[src/design/fdg_pkg.sv]
package fdg_pkg;

  localparam int TAPS_PER_PHASE = 32;
  localparam int MAX_DECIM      = 6;
  localparam int HIST_DEPTH     = TAPS_PER_PHASE * MAX_DECIM;

  // Address width for the history and coefficient stores, and a count
  // width that can also hold the depth itself.
  localparam int AW    = (HIST_DEPTH > 1) ? $clog2(HIST_DEPTH) : 1;
  localparam int CNT_W = $clog2(HIST_DEPTH + 1);

  localparam int SMP_W  = 16;
  localparam int GAIN_W = 16;
  localparam int DEC_W  = 3;
  localparam int PH_W   = 3;
  localparam int HIST_W = 22;
  localparam int COEF_W = 16;
  localparam int IDX_W  = 8;
  localparam int PROD_W = HIST_W + COEF_W;
  localparam int ACC_W  = PROD_W + CNT_W;
  localparam int MAG_W  = 30;
  localparam int SCL_W  = MAG_W + 15;

  localparam logic [GAIN_W-1:0] GAIN_MIN   = 16'd102;
  localparam logic [GAIN_W-1:0] GAIN_MAX   = 16'd51200;
  localparam logic [GAIN_W-1:0] GAIN_RESET = 16'd1024;
  localparam logic [DEC_W-1:0]  DEC_RESET  = 3'd6;
  localparam longint            CLAMP_Q30  = 64'sd1072668082;

  localparam logic ACT_SAMPLE = 1'b0;
  localparam logic ACT_COEF   = 1'b1;

  localparam logic REG_GAIN  = 1'b0;
  localparam logic REG_DECIM = 1'b1;

  typedef enum logic [2:0] {
    ST_IDLE,
    ST_COEF,
    ST_SAMPLE,
    ST_MAC,
    ST_DRAIN,
    ST_CLAMP,
    ST_SCALE,
    ST_OUT
  } state_e;

  typedef struct packed {
    logic load_in;
    logic coef_wr;
    logic sample_wr;
    logic mac_issue;
    logic fin_clamp;
    logic fin_scale;
    logic out_load;
  } ctrl_cmd_t;

  typedef struct packed {
    logic fire;
    logic last_tap;
    logic pipe_busy;
    logic out_free;
  } dp_status_t;

endpackage

[src/design/fdg_ctrl.sv]
module fdg_ctrl import fdg_pkg::*; (
  input  logic       clk_i,
  input  logic       rst_ni,
  input  logic       in_valid_i,
  input  logic       in_action_i,
  output logic       in_ready_o,
  input  dp_status_t status_i,
  output ctrl_cmd_t  cmd_o
);

  state_e state_q, state_d;

  always_ff @(posedge clk_i or negedge rst_ni) begin
    if (!rst_ni) begin
      state_q <= ST_IDLE;
    end else begin
      state_q <= state_d;
    end
  end

  always_comb begin
    state_d    = state_q;
    cmd_o      = '0;
    in_ready_o = 1'b0;
    case (state_q)
      ST_IDLE: begin
        in_ready_o = 1'b1;
        if (in_valid_i) begin
          cmd_o.load_in = 1'b1;
          state_d = (in_action_i == ACT_COEF) ? ST_COEF : ST_SAMPLE;
        end
      end
      ST_COEF: begin
        cmd_o.coef_wr = 1'b1;
        state_d = ST_IDLE;
      end
      ST_SAMPLE: begin
        cmd_o.sample_wr = 1'b1;
        state_d = status_i.fire ? ST_MAC : ST_IDLE;
      end
      ST_MAC: begin
        cmd_o.mac_issue = 1'b1;
        if (status_i.last_tap) begin
          state_d = ST_DRAIN;
        end
      end
      ST_DRAIN: begin
        if (!status_i.pipe_busy) begin
          state_d = ST_CLAMP;
        end
      end
      ST_CLAMP: begin
        cmd_o.fin_clamp = 1'b1;
        state_d = ST_SCALE;
      end
      ST_SCALE: begin
        cmd_o.fin_scale = 1'b1;
        state_d = ST_OUT;
      end
      ST_OUT: begin
        if (status_i.out_free) begin
          cmd_o.out_load = 1'b1;
          state_d = ST_IDLE;
        end
      end
      default: begin
        state_d = ST_IDLE;
      end
    endcase
  end

endmodule

[config.mk]
export PLATFORM = sky130hd
export DESIGN_NAME = fdg_ctrl
export DESIGN_NICKNAME = d
export VERILOG_FILES = /design/src/design/fdg_pkg.sv /design/src/design/fdg_ctrl.sv
export SDC_FILE = /design/constraint.sdc
export NUM_CORES = 1
export LEC_CHECK = 0
export BUFFER_PORTS_ARGS = -buffer_cell sky130_fd_sc_hd__buf_4
export CAP_MARGIN = 5
export CELL_PAD_IN_SITES_DETAIL_PLACEMENT = 1
export CELL_PAD_IN_SITES_GLOBAL_PLACEMENT = 1
export CORE_AREA = 2 2 39 41
export DETAILED_ROUTE_END_ITERATION = 16
export DIE_AREA = 0 0 41 43
export GPL_TIMING_DRIVEN = 0
export PLACE_DENSITY = 0.58
export SYNTH_ARGS = -nofsm -noshare
export SYNTH_HDL_FRONTEND = slang
export SYNTH_SLANG_ARGS = --single-unit
[constraint.sdc]
create_clock -name clk_i -period 4.1 [get_ports clk_i]
set_clock_uncertainty 0.2 [all_clocks]
set_input_delay 0.615 -clock clk_i [delete_from_list [all_inputs] [get_ports clk_i]]
set_output_delay 0.615 -clock clk_i [all_outputs]
set_load 0.005 [all_outputs]
==> Word level (Yosys, flattened, before mapping) <==
Index checks and enable logic that the tools add are counted.
{ "classes": {"addsub": 0, "n_bitwise": 0, "magnitude_cmp": 0, "div_mod_pow": 0, "eq_ne": 11, "n_mul": 0, "muxes": 17, "n_reduce_logical": 2, "shifts": 0} }
{ "op_table": {"columns": ["cell", "count"], "rows": [
  ["case mux 3 bit (8 select lines)", 1],
  ["equality test 3 bit (second input constant)", 4],
  ["two-way mux 3 bit", 4],
  ["two-way mux 1 bit", 10],
  ["!= test 2 bit (second input constant)", 4],
  ["equality test 3 x 2 -> 1 bit (second input constant)", 2],
  ["two-way mux 2 bit", 2],
  ["AND reduction 4 bit", 1],
  ["equality test 3 x 1 -> 1 bit (second input constant)", 1],
  ["zero test 3 bit", 1]
]} }
{ "word_totals": {"romBits": 0, "output_inout_bits": 8, "input_bits": 8, "ramBits": 0, "reg_bits": 3, "mem_count": 0, "latchBits": 0} }

==> Longest topological paths before layout <==
Gate-level depths: netlist (run 1).
{ "depth": {"ltp_word": 3, "depth_mapped": 4} }

==> Worst setup path after synthesis (run 1) <==
OpenSTA, ideal clock, no wires.
{ "synth_timing": {"kind": "input port to output port", "from": "input status_i[0] (netlist bit)", "to": "output cmd_o[0] (netlist bit)", "t_arrival_ps": 860, "path_stages": 2, "slack_ps": 2425, "path_cell_list": "nand2_1 nor2_1"} }
{ "synth_rtl": {"columns": ["element", "line", "text"], "rows": [
  ["start: declaration", "fdg_ctrl.sv:7", "input dp_status_t status_i,"],
  ["end: declaration", "fdg_ctrl.sv:8", "output ctrl_cmd_t cmd_o"]
]} }

==> results of run 1 <==
## worst max-delay path, delay by kind of cell, from the launching register on
kind                   cells  cell delay [ns]
buffers and inverters      2             0.40
flip-flops                 1             0.44
AND/OR/NAND/NOR            1             0.20
## final cells by class
cell class	instances	area (um2)
fill	181	930
inverter	2	7.51
multi-input combinational	24	179
sequential	3	75.1
buffer	3	23.8
clock buffer	4	26.3
tap	16	20.0
timing repair buffer	16	123
## worst paths after layout
path	depth (start not counted)	from	end
setup / recovery	3	state_q[2]	cmd_o[2]
hold / removal	2	state_q[0]	state_q[0]
setup reg to reg	3	state_q[2]	state_q[0]
hold reg to reg	2	state_q[0]	state_q[0]
max in group asynchronous	2	rst_ni	state_q[2]
min in group asynchronous	2	rst_ni	state_q[1]
## per-layer routing
| layer | up-vias | part of all wire [%] | global-route usage (%) |
|---|---|---|---|
| met5 | - | 0 | 0 |
| met4 | 0 | 0 | 6.00 |
| met3 | 0 | 7.1 | 5.24 |
| met2 | 14 | 49 | 17.2 |
| met1 | 137 | 43 | 12.9 |
| li1 | 154 | - | - |
## power by group
| group | switching [mW] | total [mW] | internal, mW |
|---|---|---|---|
| Combinational | 0.0995 | 0.201 | 0.102 |
| Sequential | 0.0173 | 0.0628 | 0.0455 |
| Clock | 0.0160 | 0.0526 | 0.0365 |
| Total | 0.133 | 0.316 | 0.184 |
## per-stage QoR
stage          instance area (um2)  hold WS (ns)  std cells
5_1_grt                        454         0.424         68
2_1_floorplan                  285         0.119         32
4_1_cts                        454         0.395         68
6_report                       454         0.387         68
3_5_place_dp                   418         0.206         63
3_3_place_gp                   418         0.204         63
## cell families (layout without fill, tap and decap cells)
group                  after synthesis  after routing  synth area share (%)
AND/OR/NAND/NOR                     17             17                  37.7
buffers and inverters                5             25                  11.0
flip-flops                           3              3                  26.3
AO/OA/AOI/OAI                        7              7                  25.0
## cell usage in the layout, fill, tap and decap left out
cell type,n
clkbuf_4,3
or3_4,1
nor3b_1,2
inv_1,2
nand2b_1,2
dfrtp_1,3
nor4b_2,1
a221oi_2,1
nor2b_1,1
clkbuf_1,1
buf_4,16
a21oi_2,1
or2b_1,1
nor3_1,2
buf_2,1
a21oi_1,1
a2111oi_2,1
buf_6,1
a31oi_1,1
o31ai_2,1
o21ai_2,1
and3_1,1
dlygate4sd3_1,1
nand3_1,1
nor2_1,3
nand2_1,2
==> summary.md, run 1 <==
| Metric | Value |
|---|---|
| Crit path arrival time | `1.27 ns` |
| Global-route wire length before repair | `1320 um` |
| Async S/R FF share, synth | `100%` |
| Worst setup margin | `between 2 and 2.5 ns` |
| Crit-path cells | `buf_2 > nor3b_1 > buf_4` |
| Worst-case clock buffer depth | `2` |
| TNS Setup | `0 ns` |
| Static Leak | `slightly above 0.2 nW` |
| Num Clock Sinks | `3` |
| RSZ-0062 raised after global routing | `no` |
| Row Count | `14` |
| TritonCTS clock tree | `yes` |
| Global route total overflow | `0` |
| DRT antenna net count | `0` |
| Util after Layout | `32.8%` |
| IO Pins | `16` |
| DRT iter0 DRCs | `4` |
| Worst Tran Pin Value | `approximately 0.3 ns` |
| Routed via count | `about 310` |
| Vias in the first global route | `~310` |
| Global Route Usage Sum | `between 10% and 20%` |
| Largest regs | `state_q: 3 flops` |
| Worst setup EP type | `output pin` |
| Die Area | `around 0.0018 mm2` |
| Vias per cell | `between 4 and 5` |
| Core Footprint | `approximately 0.0014 mm2` |
| Die W | `approximately 40 um` |
| Worst VDD drop | `around 0.24 mV` |
| Total CTS buffers | `3` |
| PortBufs | `15` |
| Largest net degree at the start of global routing | `11` |
| Final Cycle Share | `between 50% and 60%` |
| Layout area overhead | `59.2%` |
| CP required | `~3.3 ns` |
| Final net count | `61` |
| Worst-Skew Late Latency | `about 0.23 ns` |
| Top reg by flops | `state_q` |
| Fmax | `around 480 MHz` |
| Pwr Density | `roughly 700 mW/mm2` |
| Clk slew on worst S/H paths | `about 0.03 ns` |
| Cells after Synth | `32` |
| CTS Hold Bufs | `1` |
| PostCTS Resize Cnt | `0` |
| Startpoint types | `flip-flop` |
| Root buffer cell | `clkbuf_4` |
| Outcome | `finished clean` |
| Max-Cap Viols | `0` |
| Yosys top cell by area | `dfrtp_1` |
| Rel. slew slack | `roughly four fifths` |
| Syn Nets | `40` |
| Synth top area share | `a little over a quarter` |
| Initial Util | `about a fifth` |
| Top fanout value on the critical path | `10` |
| Final hold vios | `0` |
| DRC | `0` |
| WL final | `794 um` |
| Avg Cell Area, Syn | `~8.9 um2` |
| Post-synthesis sequential area ratio | `between 20% and 30%` |
| HP Class | `reg2reg` |
| Yosys cell types | `23` |
| Top cells by count, synth | `dfrtp_1, nor2_1` |
| N_diodes | `0` |
| H-Tree Level Count | `1` |
| Total power | `roughly 0.32 mW` |
| Flop2flop setup slack | `2.74 ns` |
| Max-slew violation count | `0` |
| Mapped cell area | `about 290 um2` |
| Critical path class | `reg2out` |
| Drt first pass iters | `2` |
| Drt wl/cell | `around 12 um` |
| Synth Warn # | `0` |
| Initial antenna violation count | `0` |
| Max FFs per register | `3` |
| RD Place Congestion | `roughly 0.69` |
| Die Y | `about 43 um` |
| Slowest stage cell on the critical path | `dfrtp_1` |
| Fin crit period | `~2.1 ns` |
| Worst slack, placed | `2.15 ns` |
| Share of cells above drive strength 1 | `around 54%` |
| Final setup fails | `0` |
| Top_reg_cell synth | `dfrtp_1` |
| EDFF count, synth | `0` |
| Synthesis-stage register bit count | `3` |
| Post-CTS Setup Repair Bufs | `0` |
| Worst path max stage delay | `approximately 0.44 ns` |
| Post-DP HPWL | `~550 um` |
| Synth area leaders | `dfrtp_1, a2111oi_2, a221oi_2` |
No activity file was read; power rests on OpenSTA's default activity.
==> run 2: changes to the inputs <==
--- a/config.mk
+++ b/config.mk
@@ -13,7 +13,7 @@
 export DETAILED_ROUTE_END_ITERATION = 16
 export DIE_AREA = 0 0 41 43
 export GPL_TIMING_DRIVEN = 0
-export PLACE_DENSITY = 0.58
+export PLACE_DENSITY = 0.6
 export SYNTH_ARGS = -nofsm -noshare
 export SYNTH_HDL_FRONTEND = slang
 export SYNTH_SLANG_ARGS = --single-unit
==> constraint.sdc (replaced) <==
create_clock -name clk_i -period 1.7 [get_ports clk_i]
set_clock_uncertainty 0.2 [all_clocks]
set_input_delay 0.255 -clock clk_i [delete_from_list [all_inputs] [get_ports clk_i]]
set_output_delay 0.255 -clock clk_i [all_outputs]
set_load 0.005 [all_outputs]
==> run 2 against run 1 <==
Sequential share of layout area is 0.43 points lower. Global-route usage is 0.17 points higher. Design area rose by 4.4%. Clock power up 130%. Worst setup slack lost 2.0 ns. Hold slack worse by 0.28 ns. Sequential power increased to 2.5 times the previous value. Largest cell class unchanged. Largest power group unchanged.
==> summary.md, run 2 (synthesis gave the netlist of run 1 again) <==
| Metric | Value |
|---|---|
| Outcome | `finished clean` |
| Clk slew on worst S/H paths | `0.03 ns` |
| Flop2flop setup slack | `~0.33 ns` |
| Top fanout value on the critical path | `10` |
| TritonCTS clock tree | `yes` |
| Critical Path End | `cmd_o[6]` |
| Startpoint types | `flip-flop` |
| Critical path class | `reg2out` |
| Post-DP HPWL | `around 600 um` |
| Drt wl/cell | `11.3 um` |
| Reg2reg start | `state_q[0]` |
| Static Leak | `0.211 nW` |
| Largest net degree at the start of global routing | `11` |
| Final setup fails | `0` |
| Num Clock Sinks | `3` |
| Worst r2r dst | `state_q[1]` |
| Rel. slew slack | `79.7%` |
| Die Area | `0.00176 mm2` |
| H-Tree Level Count | `1` |
| Die W | `~40 um` |
| Worst-case clock buffer depth | `2` |
| WL final | `768 um` |
| Worst-Skew Late Latency | `roughly 0.23 ns` |
| Pwr Density | `~1700 mW/mm2` |
| IO Pins | `16` |
| RSZ-0062 raised after global routing | `yes` |
| Post-CTS Setup Repair Bufs | `0` |
| Global route total overflow | `0` |
| Worst hold slack | `roughly 0.11 ns` |
| Layout area overhead | `66.2%` |
| Drt first pass iters | `2` |
| Vias in the first global route | `between 300 and 400` |
| Fmax | `about 590 MHz` |
| Most frequent cells in the layout | `buf_4, clkbuf_4` |
| Initial Util | `20.6%` |
| Max FFs per register | `3` |
| DRT antenna net count | `0` |
| TNS Setup | `0 ns` |
| Worst VDD drop | `between 0.4 and 0.5 mV` |
| Placed insts | `between 60 and 70` |
| Global Route Usage Sum | `11.6%` |
| Share of cells above drive strength 1 | `between 60% and 70%` |
| Worst Setup SP | `state_q[0]` |
| Fin crit period | `about 1.7 ns` |
| RD Place Congestion | `~0.69` |
| Largest regs | `state_q: 3 flops` |
| DRT iter0 DRCs | `1` |
| Worst setup EP type | `output pin` |
| Max-slew violation count | `0` |
| Top reg by flops | `state_q` |
| Row Count | `14` |
| Die Y | `between 40 and 50 um` |
| CP required | `between 1 and 1.5 ns` |
| N_diodes | `0` |
| Max-Cap Viols | `0` |
| Worst Tran Pin Value | `0.304 ns` |
| Total CTS buffers | `3` |
| Core Footprint | `roughly 0.0014 mm2` |
| Most common cell after layout, fill and taps aside | `buf_4` |
| Cells on worst reg2reg path | `4` |
| Final Cycle Share | `a little under 100%` |
| Post-Layout Cell Count | `roughly 70` |
| HP Class | `in2reg` |
| Crit path arrival time | `roughly 1.2 ns` |
| Final net count | `61` |
| Routed via count | `302` |
| PortBufs | `15` |
| Initial antenna violation count | `0` |
| Vias per cell | `4.44` |
| DRC | `0` |
| Root buffer cell | `clkbuf_4` |
| Global-route wire length before repair | `1310 um` |
| Final hold vios | `0` |
## run 2: cell counts in the layout (fill, tap and decap cells not counted)
No cell type changed its count.
## run 2: critical path, stage by stage, from the launching register on
cell and delay, ns:
dfrtp_1 0.37, buf_6 0.15, nor4b_2 0.32, buf_4 0.16
## run 2: power by group
group	internal [mW]	switching [mW]	leakage (nW)	total, mW
registers	0.112	0.0447	0.0341	0.157
clock network	0.0876	0.0326	0.0150	0.120
logic	0.267	0.248	0.162	0.516
total	0.467	0.326	0.211	0.793
## run 2: final cells by class
type | instances | area, um2
Buffer | 3 | 30.0
Clock buffer | 4 | 26.3
Fill cell | 176 | 910
Inverter | 2 | 7.51
Multi-Input combinational cell | 24 | 191
Sequential cell | 3 | 76.3
Tap cell | 16 | 20.0
Timing Repair Buffer | 16 | 123
## run 2: routing by layer
| layer | up-vias | routed length, um | GRT usage [%] | share of wire [%] |
|---|---|---|---|---|
| li1 | 154 | - | - | - |
| met1 | 136 | 349 | 14.4 | 45 |
| met2 | 10 | 364 | 15.6 | 47 |
| met3 | 2 | 34 | 3.14 | 4.4 |
| met4 | 0 | 19 | 10.0 | 2.5 |
| met5 | - | 0 | 0 | 0 |
## run 2: stage by stage
stage	total power, mW	instance area [um2]	worst slack (ns)	utilization (%)
detailed placement	0.640	418	0.196	30.2
finish	0.793	474	0.0153	34.3
global route	0.878	474	-0.0231	34.3
global placement	0.643	418	0.192	30.2
floorplan	0.474	285	0.383	-
CTS	0.776	457	0.000479	33.0
## run 2: what timing repair did
item                                    4_1_cts  5_1_grt
resized for setup                             1        5
hold buffers                                  1        0
endpoints found under the hold margin         3        0
endpoints found under the setup margin        1        4
## run 2: worst min path at each step
stage / startpoint / endpoint / slack (ns) / cells past startpoint
finish: status_i[2] / state_q[2] / 0.11 / 3
global placement: rst_ni / state_q[2] / -0.16 / 1
CTS: status_i[2] / state_q[2] / 0.11 / 3
global route: status_i[2] / state_q[2] / 0.14 / 3
floorplan: rst_ni / state_q[0] / -0.24 / 0
detailed placement: rst_ni / state_q[2] / -0.15 / 1
==> run 3: changes to the inputs <==
--- a/config.mk
+++ b/config.mk
@@ -13,7 +13,7 @@
 export DETAILED_ROUTE_END_ITERATION = 16
 export DIE_AREA = 0 0 41 43
 export GPL_TIMING_DRIVEN = 0
-export PLACE_DENSITY = 0.6
+export PLACE_DENSITY = 0.58
 export SYNTH_ARGS = -nofsm -noshare
 export SYNTH_HDL_FRONTEND = slang
 export SYNTH_SLANG_ARGS = --single-unit
==> run 3 against run 2 <==
Via count up 1.3%. Highest routed layer is now met3. Count of clock-buffer cells in the layout unchanged. Largest cell class unchanged. Core utilization grew 0.36 points. First-iteration DRC count grew to 4.0 times the previous value. Critical path depth is the same.
==> summary.md, run 3 (synthesis gave the netlist of run 1 again) <==
| Metric | Value |
|---|---|
| Worst r2r dst | `state_q[1]` |
| Static Leak | `0.213 nW` |
| Final Cycle Share | `95.6%` |
| Worst setup margin | `0.0754 ns` |
| H-Tree Level Count | `1` |
| Layout area overhead | `68.0%` |
| Die Area | `0.00176 mm2` |
| Initial antenna violation count | `0` |
| Post-CTS Setup Repair Bufs | `0` |
| RD Place Congestion | `between 0.6 and 0.7` |
| M2 GR Usage | `between 15 and 20%` |
| Top fanout value on the critical path | `10` |
| Fin crit period | `roughly 1.6 ns` |
| DRT iter0 DRCs | `4` |
| M1 GR Usage | `roughly an eighth` |
| Num Clock Sinks | `3` |
| TNS Setup | `0 ns` |
| Vias in the first global route | `slightly above 300` |
| Core Footprint | `~0.0014 mm2` |
| Worst setup EP type | `output pin` |
| Top reg by flops | `state_q` |
| HP Class | `in2reg` |
| Worst VDD drop | `between 0.6 and 0.7 mV` |
| CP required | `~1.2 ns` |
| Most common cell after layout, fill and taps aside | `buf_4` |
| Critical path class | `reg2out` |
| Startpoint types | `flip-flop` |
| Depth of the worst hold-timing path | `3` |
| Worst slack, placed | `between 0.15 and 0.2 ns` |
| Worst-case clock buffer depth | `2` |
| Routed via count | `~300` |
| Final net count | `slightly above 60` |
| Max-Cap Viols | `0` |
| Most frequent cells in the layout | `buf_4, clkbuf_4` |
| Row Count | `14` |
| Flop2flop setup slack | `approximately 0.34 ns` |
| Reg2reg start | `state_q[0]` |
| Global routing's busiest layer | `met2` |
| RSZ-0062 raised after global routing | `no` |
| Total CTS buffers | `3` |
| Max FFs per register | `3` |
| DRC | `0` |
| Global route total overflow | `0` |
| Fmax | `616 MHz` |
| Cells on worst reg2reg path | `4` |
| PortBufs | `15` |
| Post-DP HPWL | `approximately 550 um` |
| Drt wl/cell | `roughly 12 um` |
| TritonCTS clock tree | `yes` |
| IO Pins | `16` |
| Outcome | `finished clean` |
| Die W | `41 um` |
| Largest net degree at the start of global routing | `11` |
| Max-slew violation count | `0` |
| Share of cells above drive strength 1 | `about three fifths` |
| N_diodes | `0` |
| Min-Delay Endpoint | `state_q[2]` |
| Global-route wire length before repair | `roughly 1300 um` |
| Pwr Density | `approximately 1700 mW/mm2` |
| Total power | `slightly above 0.8 mW` |
| Root buffer cell | `clkbuf_4` |
| Rel. slew slack | `80.0%` |
| Clk slew on worst S/H paths | `~0.030 ns` |
| Global Route Usage Sum | `11.5%` |
| Largest regs | `state_q: 3 flops` |
| Worst Tran Pin Value | `around 0.30 ns` |
| DRT antenna net count | `0` |
| Final setup fails | `0` |
| Hold Startpoint | `status_i[2]` |
| Vias per cell | `approximately 4.5` |
| WL final | `about 810 um` |
| Drt first pass iters | `2` |
| Worst-Skew Late Latency | `about 0.23 ns` |
| Initial Util | `20.6%` |
| Die Y | `43 um` |
| Crit path arrival time | `between 1 and 1.5 ns` |
| Final hold vios | `0` |
| Met3 Usage GRT | `under 10%` |
-- run 3: cell counts in the layout (fill, tap and decap cells not counted) --
No cell type changed its count.
-- run 3: what timing repair did --
| action | in CTS | in global routing |
|---|---|---|
| endpoints found under the hold margin | 3 | 0 |
| hold buffers | 1 | 0 |
| endpoints found under the setup margin | 3 | 5 |
| gates resized for setup | 1 | 6 |
| pin swaps | 0 | 1 |
-- run 3: how the worst max path moves through the flow --
stage | cells past startpoint | to | start | slack, ns
6_report | 3 | cmd_o[6] | state_q[0] | 0.08
5_1_grt | 3 | cmd_o[2] | state_q[2] | 0.0003
4_1_cts | 3 | cmd_o[6] | state_q[0] | -0.02
3_5_place_dp | 3 | cmd_o[2] | state_q[2] | 0.20
3_3_place_gp | 3 | cmd_o[2] | state_q[2] | 0.19
2_1_floorplan | 4 | state_q[1] | state_q[0] | 0.38
-- run 3: power by group --
group          switching [mW]  internal, mW
sequential             0.0527         0.115
combinational           0.254         0.269
clock                  0.0387        0.0881
total                   0.345         0.472
-- run 3: cell type report --
cell class / instances / area, um2
Buffer: 3 / 30.0
Inverter: 2 / 7.51
Multi-Input combinational cell: 24 / 195
Sequential cell: 3 / 77.6
Clock buffer: 4 / 26.3
Timing Repair Buffer: 16 / 123
Tap cell: 16 / 20.0
Fill cell: 177 / 905
-- run 3: per-layer routing --
| metal | vias to the layer above | share of wire, % |
|---|---|---|
| li1 | 156 | - |
| met1 | 136 | 44 |
| met2 | 14 | 49 |
| met3 | 0 | 6.9 |
| met4 | 0 | 0 |
| met5 | - | 0 |
-- run 3: metrics by stage --
step	utilization (%)	hold WS, ns	area [um2]	instances
finish	34.6	0.101	479	68
global route	34.6	0.131	479	68
CTS	33.0	0.106	457	68
detailed placement	30.2	-0.154	418	63
global placement	30.2	-0.156	418	63
floorplan	-	-0.241	285	32
-- run 3: worst max-delay path: stages, from the launching register on --
cell and delay (ns):
dfrtp_1 0.36, buf_6 0.14, nor4b_4 0.28, buf_4 0.15
